### config.mk
export PLATFORM = sky130hd
export DESIGN_NAME = psort_ctrl
export DESIGN_NICKNAME = d
export VERILOG_FILES = /design/src/hdl/psort_pkg.sv /design/src/hdl/psort_ctrl.sv
export SDC_FILE = /design/constraint.sdc
export NUM_CORES = 1
export LEC_CHECK = 0
export CAP_MARGIN = 20
export CORE_AREA = 2 2 39 41
export DETAILED_ROUTE_END_ITERATION = 12
export DIE_AREA = 0 0 41 43
export DONT_BUFFER_PORTS = 1
export PLACE_DENSITY_LB_ADDON = 0.12
export SLEW_MARGIN = 15
export SYNTH_ARGS = -nofsm -noshare
export SYNTH_HDL_FRONTEND = slang
export SYNTH_SLANG_ARGS = --single-unit
### constraint.sdc
create_clock -name clk -period 1.6 [get_ports clk]
set_input_delay 0.32 -clock clk [delete_from_list [all_inputs] [get_ports clk]]
set_output_delay 0.32 -clock clk [all_outputs]
set_load 0.1 [all_outputs]
### src/hdl/psort_pkg.sv
package psort_pkg;

    localparam int MaxNodes = 64;
    localparam int Dim      = 3;

    localparam int CoordW = 24;
    localparam int ProdW  = 2 * CoordW;
    localparam int KeyW   = ProdW + 2;
    localparam int IdxW   = 6;
    localparam int CountW = $clog2(MaxNodes + 1);
    localparam int RankW  = $clog2(MaxNodes);

    localparam int CfgIdxW = 2;

    localparam logic [CfgIdxW-1:0] RegVelX = 2'd0;
    localparam logic [CfgIdxW-1:0] RegVelY = 2'd1;
    localparam logic [CfgIdxW-1:0] RegVelZ = 2'd2;

    localparam int InDataW  = 80;
    localparam int OutDataW = 16;

    typedef struct packed {
        logic load;
        logic mul;
        logic sum;
        logic insert;
        logic emit;
        logic finish;
    } cmd_t;

    typedef struct packed {
        logic              full;
        logic              rank_last;
        logic              count_zero;
        logic              out_valid;
        logic [CountW-1:0] count;
    } stat_t;

endpackage

### src/hdl/psort_ctrl.sv
module psort_ctrl
(
    input  logic             clk,
    input  logic             rst_n,
    input  logic             s_tvalid,
    input  logic             s_tlast,
    input  logic             m_tready,
    input  psort_pkg::stat_t stat,
    output logic             s_tready,
    output psort_pkg::cmd_t  cmd
);

    localparam logic [2:0] StIdle = 3'd0;
    localparam logic [2:0] StMul  = 3'd1;
    localparam logic [2:0] StSum  = 3'd2;
    localparam logic [2:0] StIns  = 3'd3;
    localparam logic [2:0] StOut  = 3'd4;

    logic [2:0] state_reg;
    logic [2:0] state_next;
    logic       last_reg;
    logic       last_next;
    logic       accept;
    logic       slot_free;

    assign s_tready  = (state_reg == StIdle);
    assign accept    = s_tready && s_tvalid;
    assign slot_free = !stat.out_valid || m_tready;

    always_comb
    begin
        state_next = state_reg;
        last_next  = last_reg;
        cmd        = '0;
        unique case (state_reg)
            StIdle:
            begin
                if (accept)
                begin
                    cmd.load  = 1'b1;
                    last_next = s_tlast;
                    if (!stat.full)
                        state_next = StMul;
                    else if (s_tlast)
                        state_next = StOut;
                end
            end
            StMul:
            begin
                cmd.mul    = 1'b1;
                state_next = StSum;
            end
            StSum:
            begin
                cmd.sum    = 1'b1;
                state_next = StIns;
            end
            StIns:
            begin
                cmd.insert = 1'b1;
                state_next = last_reg ? StOut : StIdle;
            end
            StOut:
            begin
                if (stat.count_zero)
                begin
                    cmd.finish = 1'b1;
                    state_next = StIdle;
                end
                else if (slot_free)
                begin
                    cmd.emit = 1'b1;
                    if (stat.rank_last)
                    begin
                        cmd.finish = 1'b1;
                        state_next = StIdle;
                    end
                end
            end
            default:
            begin
                state_next = StIdle;
            end
        endcase
    end

    always_ff @(posedge clk or negedge rst_n)
    begin
        if (!rst_n)
        begin
            state_reg <= StIdle;
            last_reg  <= 1'b0;
        end
        else
        begin
            state_reg <= state_next;
            last_reg  <= last_next;
        end
    end

endmodule

# == Yosys cells after proc, flatten, opt, wreduce, memory -nomap -nowiden ==
# Index checks and enable logic that the tools add are counted.
# op_classes
order_cmp,0
shifts,0
reduce_logical,6
bitwise,0
n_mul,0
div_mod_pow,0
eq_ne,8
n_addsub,0
mux,18
# ops
operator,count
two-way mux 3 bit,7
case mux 3 bit (5 select lines),1
inequality test 3 bit (second input constant),3
two-way mux 1 bit,8
== test 3 x 2 -> 1 bit (second input constant),2
two-way mux 2 bit,2
AND reduction 4 bit,1
== test 3 x 1 -> 1 bit (second input constant),1
== test 3 bit (second input constant),1
logical NOT 3 bit,1
inequality test 2 x 1 -> 1 bit (second input constant),1
AND reduction 2 bit,1
logical AND 1 bit,1
logical NOT 1 bit,1
logical OR 1 bit,1
# totals
mem_count,0
latch_bits,0
in_bits,16
out_inout_bits,7
mem_bits_rw,0
regBits,4
wordCells,34
mem_bits_ro,0

# == Depth between registers and ports, before layout ==
# Gate-level depths: netlist of run 1.
# depth
ltp_word,5
ltp_mapped,3
mapped_depth_nobuf,3

# == Least setup slack after synthesis of run 1 ==
# Ideal clock, no wire load.
# synth_path
path_type,register to output
from,register state_reg[0]
to,output port cmd[1] (netlist bit)
path_buffers,0
t_arrival_ns,3.045
setup_slack_ns,-1.765
path_stages_with_launch,3
required_ns,1.280
cell_sequence,dfrtp_1 -> or3b_1 -> nor3b_1
# synth_rtl
element,line,source
"start, declared",psort_ctrl.sv:19,logic [2:0] state_reg;
"start signal, assigned",psort_ctrl.sv:91,state_reg <= StIdle;
"start signal, assigned",psort_ctrl.sv:96,state_reg <= state_next;
"end, declared",psort_ctrl.sv:10,output psort_pkg::cmd_t cmd

==> flow_metrics.py, run 1 <==
metrics = {
    "sta": {
        "fin_ws_ns": -0.1794,
        "worstMarginPinSlew_ns": 0.2971,
        "setup_viol": 4,
        "rsz0062_at_grt": "yes",
        "hold_viol": 0,
        "slew_viol_final": 0,
        "fin_skew_ns": 0.001290,
        "fin_crit_sh_pct": 111.2,
        "clock.fmax_mhz": 562.0,
        "finalCriticalPeriod_ns": 1.779,
        "holdWs_ns": 0.2322,
        "max_slew_margin_pct": 80.11,
    },
    "route": {
        "vias_per_cell": 4.404,
        "drt_iter0_drc": 1,
        "finalWirelength_um": 653,
        "postRouteAntennaNets": 0,
        "wire_per_inst_um": 11.46,
        "drc_errors": 0,
        "vias": 251,
        "drt_pass1_iterations": 2,
    },
    "synth": {
        "yosys_warnings": 0,
        "synth_cell_types": 16,
        "syn_area_per_cell_um2": 10.55,
        "seq_area_frac_synth_pct": 41.24,
        "ys_seq_elements": 4,
        "syn_inst": 23,
        "syn_area_um2": 242.7,
        "syn_nets": 39,
    },
    "global_routing": {
        "grt_pass1_wl_um": 1117,
        "overflow": 0,
        "grt_max_degree": 7,
        "antenna_found_initial": 0,
        "grt_usage_pct": 10.19,
        "grt_pass1_vias": 266,
    },
    "cells_and_area": {
        "final_common_cell": "buf_12",
        "drive_gt1_share_pct": 68.29,
        "final_nets": 58,
        "layout_common_cells": "7 x buf_12, 4 x buf_4, 3 x nor3b_4, 3 x clkbuf_4, 3 x dfrtp_1",
        "multi_input_area_um2": 206.4,
        "diodes": 0,
        "area_growth_pct": 132.5,
        "nFillCells": 144,
        "largest_reg_flops": 3,
        "seq_area_um2": 101.3,
    },
    "critical_path": {
        "crit_path_start_kind": "flop",
        "crit_type": "reg2out",
        "ff2ff_setup_slack_ns": 0.04,
        "crit_arrival_ns": 1.46,
        "worstRegToRegCells": 5,
        "reg2reg_to": "last_reg",
        "crit_required_ns": 1.28,
        "worstPathMaxFanout": 2,
        "timing.rr.start": "state_reg[0]",
        "crit_path_end_kind": "output port",
    },
    "floorplan": {
        "start_util_pct": 17.54,
        "core_um2": 1384,
        "ioPinCount": 23,
        "rows": 14,
        "die_y_um": 43,
        "dieArea_um2": 1763,
        "die_width_um": 41,
    },
    "clock_network": {
        "cts_sinks": 4,
        "h-tree-depth": 1,
        "clk_latency_ns": 0.23,
        "numCtsBuffers": 3,
        "cts_tree": "done",
        "root_buffer": "clkbuf_4",
        "clkTransAtPathRegs_ns": 0.04,
        "cts_max_path_buffers": 2,
    },
    "worst_hold_path": {
        "whs_endpoint": "last_reg",
        "hold_class": "in2reg",
        "hp-start": "s_tlast",
        "min_path_cells": 1,
    },
    "place": {
        "place_congestion": 0.7397,
        "port_buffers": 0,
        "hpwl_um": 500.1,
    },
    "job": {
        "drv_cap": 0,
    },
    "status": {
        "status": "complete, but fails checks",
        "violations": "setup timing",
    },
}
metrics by stage:
step	util (%)	std cells	area, µm²	setup WS [ns]	TNS, ns
finish	40.78	57	564.3	-0.1794	-0.5368
global route	40.78	57	564.3	-0.2423	-0.9588
CTS	38.52	55	533.0	-0.1897	-0.4091
detailed placement	35.17	49	486.7	0.01730	0
global placement	35.17	49	486.7	0.02484	0
floorplan	-	23	285.3	-0.4934	-3.907
area by class of cell:
cell class / count / area share (%)
multi-input combinational: 18 / 36.59
timing repair buffer: 14 / 36.59
sequential: 4 / 17.96
clock buffer: 4 / 4.656
tap: 16 / 3.548
inverter: 1 / 0.6652
kinds of logic (layout without fill, tap and decap cells):
group | after synthesis | after routing | synth area share, %
buffers and inverters | 1 | 19 | 1.545
DFF | 4 | 4 | 41.24
AOI/OAI and AO/OA | 3 | 3 | 7.733
and+or+nand+nor | 14 | 14 | 44.84
muxes | 1 | 1 | 4.639
worst max path at each step:
| stage | from | to |
|---|---|---|
| after floorplan | state_reg[2] | cmd[1] |
| after global placement | state_reg[1] | cmd[1] |
| after detailed placement | state_reg[0] | cmd[1] |
| after CTS | state_reg[0] | cmd[1] |
| after global routing | state_reg[0] | cmd[1] |
| final | state_reg[0] | cmd[0] |
metal layers:
layer	wire (µm)	up-vias	track usage [%]
met5	0	-	0
li1	-	121	-
met3	52	2	4.712
met1	229	116	12.09
met2	357	12	12.50
met4	13	0	10.00
worst max-delay path, stage by stage (launching register included):
cell and delay (ns):
dfrtp_1 0.37, or3b_4 0.42, buf_4 0.16, nor2_4 0.09, buf_12 0.18
cells in the mapped netlist:
cell	instances	area share [%]
nor3b_1	3	9.3
nand2b_4	1	5.7
and3b_2	1	4.1
a211o_1	1	3.6
or3b_1	1	3.6
or2_1	1	2.6
a21oi_1	2	4.1
nor4b_2	1	6.2
dfrtp_1	4	41
nor3_1	2	4.1
inv_1	1	1.5
nand3_2	1	4.1
nand2_1	1	1.5
nor2_1	1	1.5
nand3_1	1	2.1
mux2_2	1	4.6
repair_timing:
item                       in CTS  in global routing
hold buffers                    1                  0
cloned                          0                  0
buffers inserted                1                  2
gates resized for setup         1                  4
pin swaps                       1                  4
hold endpoints to repair        4                  0
setup endpoints to repair       3                  4
Power of run 1 is left out: the tool's default activity adds up to more than one toggle a clock period on the data nets, which glitch-free logic cannot reach.
==> run 2, diff against run 1 <==
--- a/config.mk
+++ b/config.mk
@@ -5,6 +5,7 @@
 export SDC_FILE = /design/constraint.sdc
 export NUM_CORES = 1
 export LEC_CHECK = 0
+export ABC_AREA = 1
 export CAP_MARGIN = 20
 export CORE_AREA = 2 2 39 41
 export DETAILED_ROUTE_END_ITERATION = 12
==> run 2 against run 1 <==
Against the previous run:
- the run now ends clean
- clock skew about the same
- sequential share of layout area increased by 0.39 points
- core utilization decreased by 1.4 points
- wire length increased by 2.3%
- worst setup slack improved by 0.20 ns
- highest routed layer unchanged
==> flow_metrics.py, run 2 <==
metrics = {
    "status": {
        "status": "finished clean",
    },
    "cells_and_area": {
        "diodes": 0,
        "final_common_cell": "nand2_1",
        "nFillCells": 143,
        "area_growth_pct": 87.93,
        "final_nets": 75,
        "seq_area_um2": 100.1,
        "layout_common_cells": "11 x nand2_1, 7 x buf_12, 6 x inv_1",
        "multi_input_area_um2": 188.9,
        "largest_reg_flops": 3,
        "drive_gt1_share_pct": 50.88,
    },
    "route": {
        "vias": 311,
        "wire_per_inst_um": 9.151,
        "drc_errors": 0,
        "finalWirelength_um": 668,
        "drt_iter0_drc": 3,
        "vias_per_cell": 4.260,
        "postRouteAntennaNets": 0,
        "drt_pass1_iterations": 4,
    },
    "floorplan": {
        "die_width_um": 41,
        "ioPinCount": 23,
        "die_y_um": 43,
        "dieArea_um2": 1763,
        "core_um2": 1384,
        "rows": 14,
        "start_util_pct": 20.98,
    },
    "critical_path": {
        "crit_path_end_kind": "output port",
        "crit_arrival_ns": 1.26,
        "crit_type": "reg2out",
        "timing.rr.start": "state_reg[0]",
        "startpoint": "state_reg[0]",
        "crit_required_ns": 1.28,
        "path_cells": "inv_1 -> nand2_1 -> nor2_2 -> inv_2 -> a21oi_4 -> buf_12",
        "slowest_stage": "dfrtp_1",
        "worstPathMaxFanout": 2,
        "ff2ff_setup_slack_ns": 0.40,
        "slowest_delay_ns": 0.37,
        "setup.worst_path.end": "cmd[0]",
        "worstRegToRegCells": 7,
        "crit_path_start_kind": "flop",
        "reg2reg_to": "last_reg",
    },
    "synth": {
        "syn_area_per_cell_um2": 6.751,
        "yosys_warnings": 0,
        "synth_top_family_by_area": "simple AND/OR/NAND/NOR gates",
        "ys_seq_elements": 4,
        "synth_cell_types": 15,
        "synth_commonest_cells": "11 x nand2_1, 8 x inv_1, 4 x dfrtp_1, 4 x nor2_1, 3 x o21ai_0",
        "ys_top_cells_by_area": "dfrtp_1 34%, nand2_1 14%, inv_1 10%, o21ai_0 5.2%, nor2_1 5.2%",
        "synthXorXnorAreaFrac_pct": 0,
        "synth_mux_area_share_pct": 0,
        "synth_most_common_cell": "nand2_1",
        "synthFlopType": "dfrtp_1",
        "synth_fa_ha_area_share_pct": 0,
        "seq_area_frac_synth_pct": 34.48,
        "synth_compound_area_share_pct": 9.914,
        "syn_area_um2": 290.3,
        "synth.top_cell.area_share_pct": 34.48,
        "synth-edff-count": 0,
        "synth-simple-area-share_pct": 42.67,
        "syn_nets": 59,
        "syn_inst": 43,
        "yosysTopAreaCell": "dfrtp_1",
        "synth-async-reset-ratio_pct": 100.0,
    },
    "clock_network": {
        "numCtsBuffers": 3,
        "cts_max_path_buffers": 2,
        "h-tree-depth": 1,
        "cts_sinks": 4,
        "cts_tree": "done",
        "clk_latency_ns": 0.24,
        "root_buffer": "clkbuf_4",
        "clkTransAtPathRegs_ns": 0.04,
    },
    "sta": {
        "fin_skew_ns": 0.0009398,
        "hold_viol": 0,
        "slew_viol_final": 0,
        "max_slew_margin_pct": 84.62,
        "setup_viol": 0,
        "worstMarginPinSlew_ns": 0.2283,
        "fin_crit_sh_pct": 98.70,
        "clock.fmax_mhz": 633.2,
        "rsz0062_at_grt": "yes",
        "finalCriticalPeriod_ns": 1.579,
        "fin_setup_tns_ns": 0,
    },
    "job": {
        "drv_cap": 0,
    },
    "global_routing": {
        "met1_usage_pct": 9.804,
        "grt_pass1_vias": 308,
        "grt.busiest_layer": "met2",
        "grt_pass1_wl_um": 1117,
        "grt_usage_pct": 10.09,
        "overflow": 0,
        "antenna_found_initial": 0,
        "grt_max_degree": 7,
        "global_route.usage.met3_pct": 5.759,
        "met2_usage_pct": 13.75,
    },
    "worst_hold_path": {
        "hold_class": "in2reg",
    },
    "place": {
        "place_congestion": 0.7540,
        "hpwl_um": 573.4,
        "port_buffers": 0,
    },
}
-- run 2: worst min-delay path by stage --
stage            start       end  depth (start not counted)
3_3_place_gp     rst_n  last_reg                          0
4_1_cts        s_tlast  last_reg                          2
2_1_floorplan    rst_n  last_reg                          0
3_5_place_dp     rst_n  last_reg                          0
5_1_grt        s_tlast  last_reg                          2
6_report       s_tlast  last_reg                          2
-- run 2: critical path: cells and delay by family (launching register included) --
kind | cells | cell delay (ns)
AO/OA/AOI/OAI | 1 | 0.14
flip-flops | 1 | 0.37
buffers and inverters | 3 | 0.32
AND/OR/NAND/NOR | 2 | 0.19
-- run 2: cell families (layout without fill, tap and decap cells) --
logic type,count (synthesis),after routing
compound gates,5,5
buf+inv,10,24
flops,4,4
simple gates,24,24
-- run 2: per-layer routing --
metal  wire (µm)  vias to the layer above  part of all wire, %
met5           0                        -                    0
met4          21                        0                  3.1
met3          96                        4                   14
met2         305                       19                   46
met1         244                      128                   37
li1            -                      160                    -
-- run 2: layout make-up --
type	count	area share (%)
multi-input combinational	29	34.63
tap	16	3.670
timing repair buffer	11	32.34
sequential	4	18.35
clock buffer	3	4.128
inverter	10	6.881
-- run 2: repair_timing --
item	in CTS	in global routing
setup endpoints to repair	2	4
pin swaps	0	3
resized for setup	2	2
hold buffers	1	0
setup buffers	1	1
hold endpoints to repair	4	0
-- run 2: per-stage QoR --
stage | setup WS (ns) | cell area (µm²) | util, % | hold WS, ns | cells
4_1_cts | 0.02299 | 534.3 | 38.61 | 0.2065 | 72
5_1_grt | -0.03955 | 545.5 | 39.42 | 0.2123 | 73
3_5_place_dp | 0.1459 | 491.7 | 35.53 | 0.02449 | 67
3_3_place_gp | 0.1594 | 491.7 | 35.53 | 0.02451 | 67
2_1_floorplan | -0.1033 | 324.1 | - | 0.02441 | 43
6_report | 0.02084 | 545.5 | 39.42 | 0.2038 | 73
Power of run 2 is left out for the same reason.
==> run 3, diff against run 2 <==
--- a/config.mk
+++ b/config.mk
@@ -11,7 +11,7 @@
 export DETAILED_ROUTE_END_ITERATION = 12
 export DIE_AREA = 0 0 41 43
 export DONT_BUFFER_PORTS = 1
-export PLACE_DENSITY_LB_ADDON = 0.12
+export PLACE_DENSITY = 0.47
 export SLEW_MARGIN = 15
 export SYNTH_ARGS = -nofsm -noshare
 export SYNTH_HDL_FRONTEND = slang
==> run 3 against run 2 <==
Against the previous run:
- hold slack lost 0.0025 ns
- flip-flop and latch count unchanged
- first-iteration DRC count increased to 4.0 times the previous value
- die area unchanged
- register-to-register slack is essentially flat
- core utilization shrank 0.63 points
- non-clock buffer count is 1 lower
- worst setup slack improved by 0.013 ns
- fmax grew 0.85%
- via count decreased by 2.3%
==> flow_metrics.py, run 3 (synthesis results as in run 2) <==
metrics = {
    "cells_and_area": {
        "nFillCells": 142,
        "multi_input_area_um2": 188.9,
        "drive_gt1_share_pct": 50.00,
        "layout_common_cells": "11 x nand2_1, 7 x buf_12, 6 x inv_1, 4 x nor2_4, 4 x dfrtp_1",
        "area_growth_pct": 84.91,
        "final_nets": 74,
        "final_common_cell": "nand2_1",
        "largest_reg_flops": 3,
        "seq_area_um2": 100.1,
        "post-route-util_pct": 38.79,
        "diodes": 0,
    },
    "critical_path": {
        "worstPathMaxFanout": 4,
        "slowest_stage": "dfrtp_1",
        "crit_type": "reg2out",
        "slowest_delay_ns": 0.36,
        "crit_required_ns": 1.28,
        "crit_path_start_kind": "flop",
        "crit_path_end_kind": "output port",
        "crit_arrival_ns": 1.25,
        "startpoint": "state_reg[0]",
        "path_cells": "buf_4 -> nor2_4 -> nand2_4 -> nor2_4 -> buf_12",
        "crit_path_frequent_cell": "nor2_4",
        "timing.rr.start": "state_reg[0]",
    },
    "global_routing": {
        "grt_max_degree": 7,
        "grt_pass1_vias": 281,
        "grt_usage_pct": 9.063,
        "overflow": 0,
        "grt_pass1_wl_um": 1021,
        "antenna_found_initial": 0,
    },
    "clock_network": {
        "cts_sinks": 4,
        "cts_tree": "done",
        "numCtsBuffers": 3,
        "post_cts_buffers": 0,
        "clk_latency_ns": 0.24,
        "clkTransAtPathRegs_ns": 0.04,
        "root_buffer": "clkbuf_4",
        "h-tree-depth": 1,
        "cts_max_path_buffers": 2,
    },
    "floorplan": {
        "die_width_um": 41,
        "rows": 14,
        "core_um2": 1384,
        "dieArea_um2": 1763,
        "ioPinCount": 23,
        "start_util_pct": 20.98,
        "die_y_um": 43,
    },
    "route": {
        "drc_errors": 0,
        "wire_per_inst_um": 8.458,
        "vias_per_cell": 4.222,
        "drt_pass1_iterations": 4,
        "finalWirelength_um": 609,
        "vias": 304,
        "postRouteAntennaNets": 0,
        "drt_iter0_drc": 12,
    },
    "sta": {
        "fin_crit_sh_pct": 97.87,
        "fin_skew_ns": 0.0007050,
        "slew_viol_final": 0,
        "fin_ws_ns": 0.03414,
        "clock.fmax_mhz": 638.6,
        "hold_viol": 0,
        "finalCriticalPeriod_ns": 1.566,
        "rsz0062_at_grt": "yes",
        "worstMarginPinSlew_ns": 0.1890,
        "max_slew_margin_pct": 87.27,
        "holdWs_ns": 0.2013,
        "setup_viol": 0,
    },
    "worst_hold_path": {
        "hold_class": "in2reg",
        "hp-start": "s_tlast",
    },
    "place": {
        "dp_slack_ns": 0.2258,
        "port_buffers": 0,
        "place_congestion": 0.7754,
        "hpwl_um": 519.4,
    },
    "job": {
        "drv_cap": 0,
    },
    "status": {
        "status": "finished clean",
    },
}
[run 3: cell types whose count changed in the layout (fill, tap and decap cells not counted), sizes merged]
cell,before,now
buf,10,9
[run 3: layer usage]
layer / wire, µm / global-route usage, %
met1: 248 / 10.06
met2: 293 / 11.56
met3: 52 / 3.665
met4: 14 / 10.00
met5: 0 / 0
[run 3: layout make-up]
cell class,count,share of cell area [%]
repair buffers,10,30.77
multi-input cells,29,35.20
well taps,16,3.730
inverters,10,7.459
flip-flops and latches,4,18.65
clock buffers,3,4.196
[run 3: critical path: cells and delay by family, from the launching register on]
family / cells / cell delay, ns
simple gates: 3 / 0.32
buf+inv: 2 / 0.33
flops: 1 / 0.36
[run 3: per-stage QoR]
step | setup TNS [ns] | cells | instance area (µm²)
final | 0 | 72 | 536.8
after global routing | -0.02621 | 72 | 536.8
after CTS | 0 | 72 | 534.3
after detailed placement | 0 | 68 | 499.2
after global placement | 0 | 68 | 499.2
after floorplan | -0.1268 | 43 | 324.1
[run 3: repair_timing]
| item | in CTS | in global routing |
|---|---|---|
| hold buffers | 1 | 0 |
| setup endpoints to repair | 1 | 3 |
| gates resized for setup | 2 | 2 |
| hold endpoints to repair | 4 | 0 |
[run 3: worst paths after layout]
path,endpoint,slack [ns],depth (start not counted)
max in group asynchronous,state_reg[0],1.07,1
min in group asynchronous,state_reg[1],0.36,1
worst min-delay path,last_reg,0.20,2
worst max register to register,last_reg,0.41,7
worst min register to register,last_reg,0.50,2
worst max-delay path,cmd[5],0.03,5
Power of run 3 is left out for the same reason.
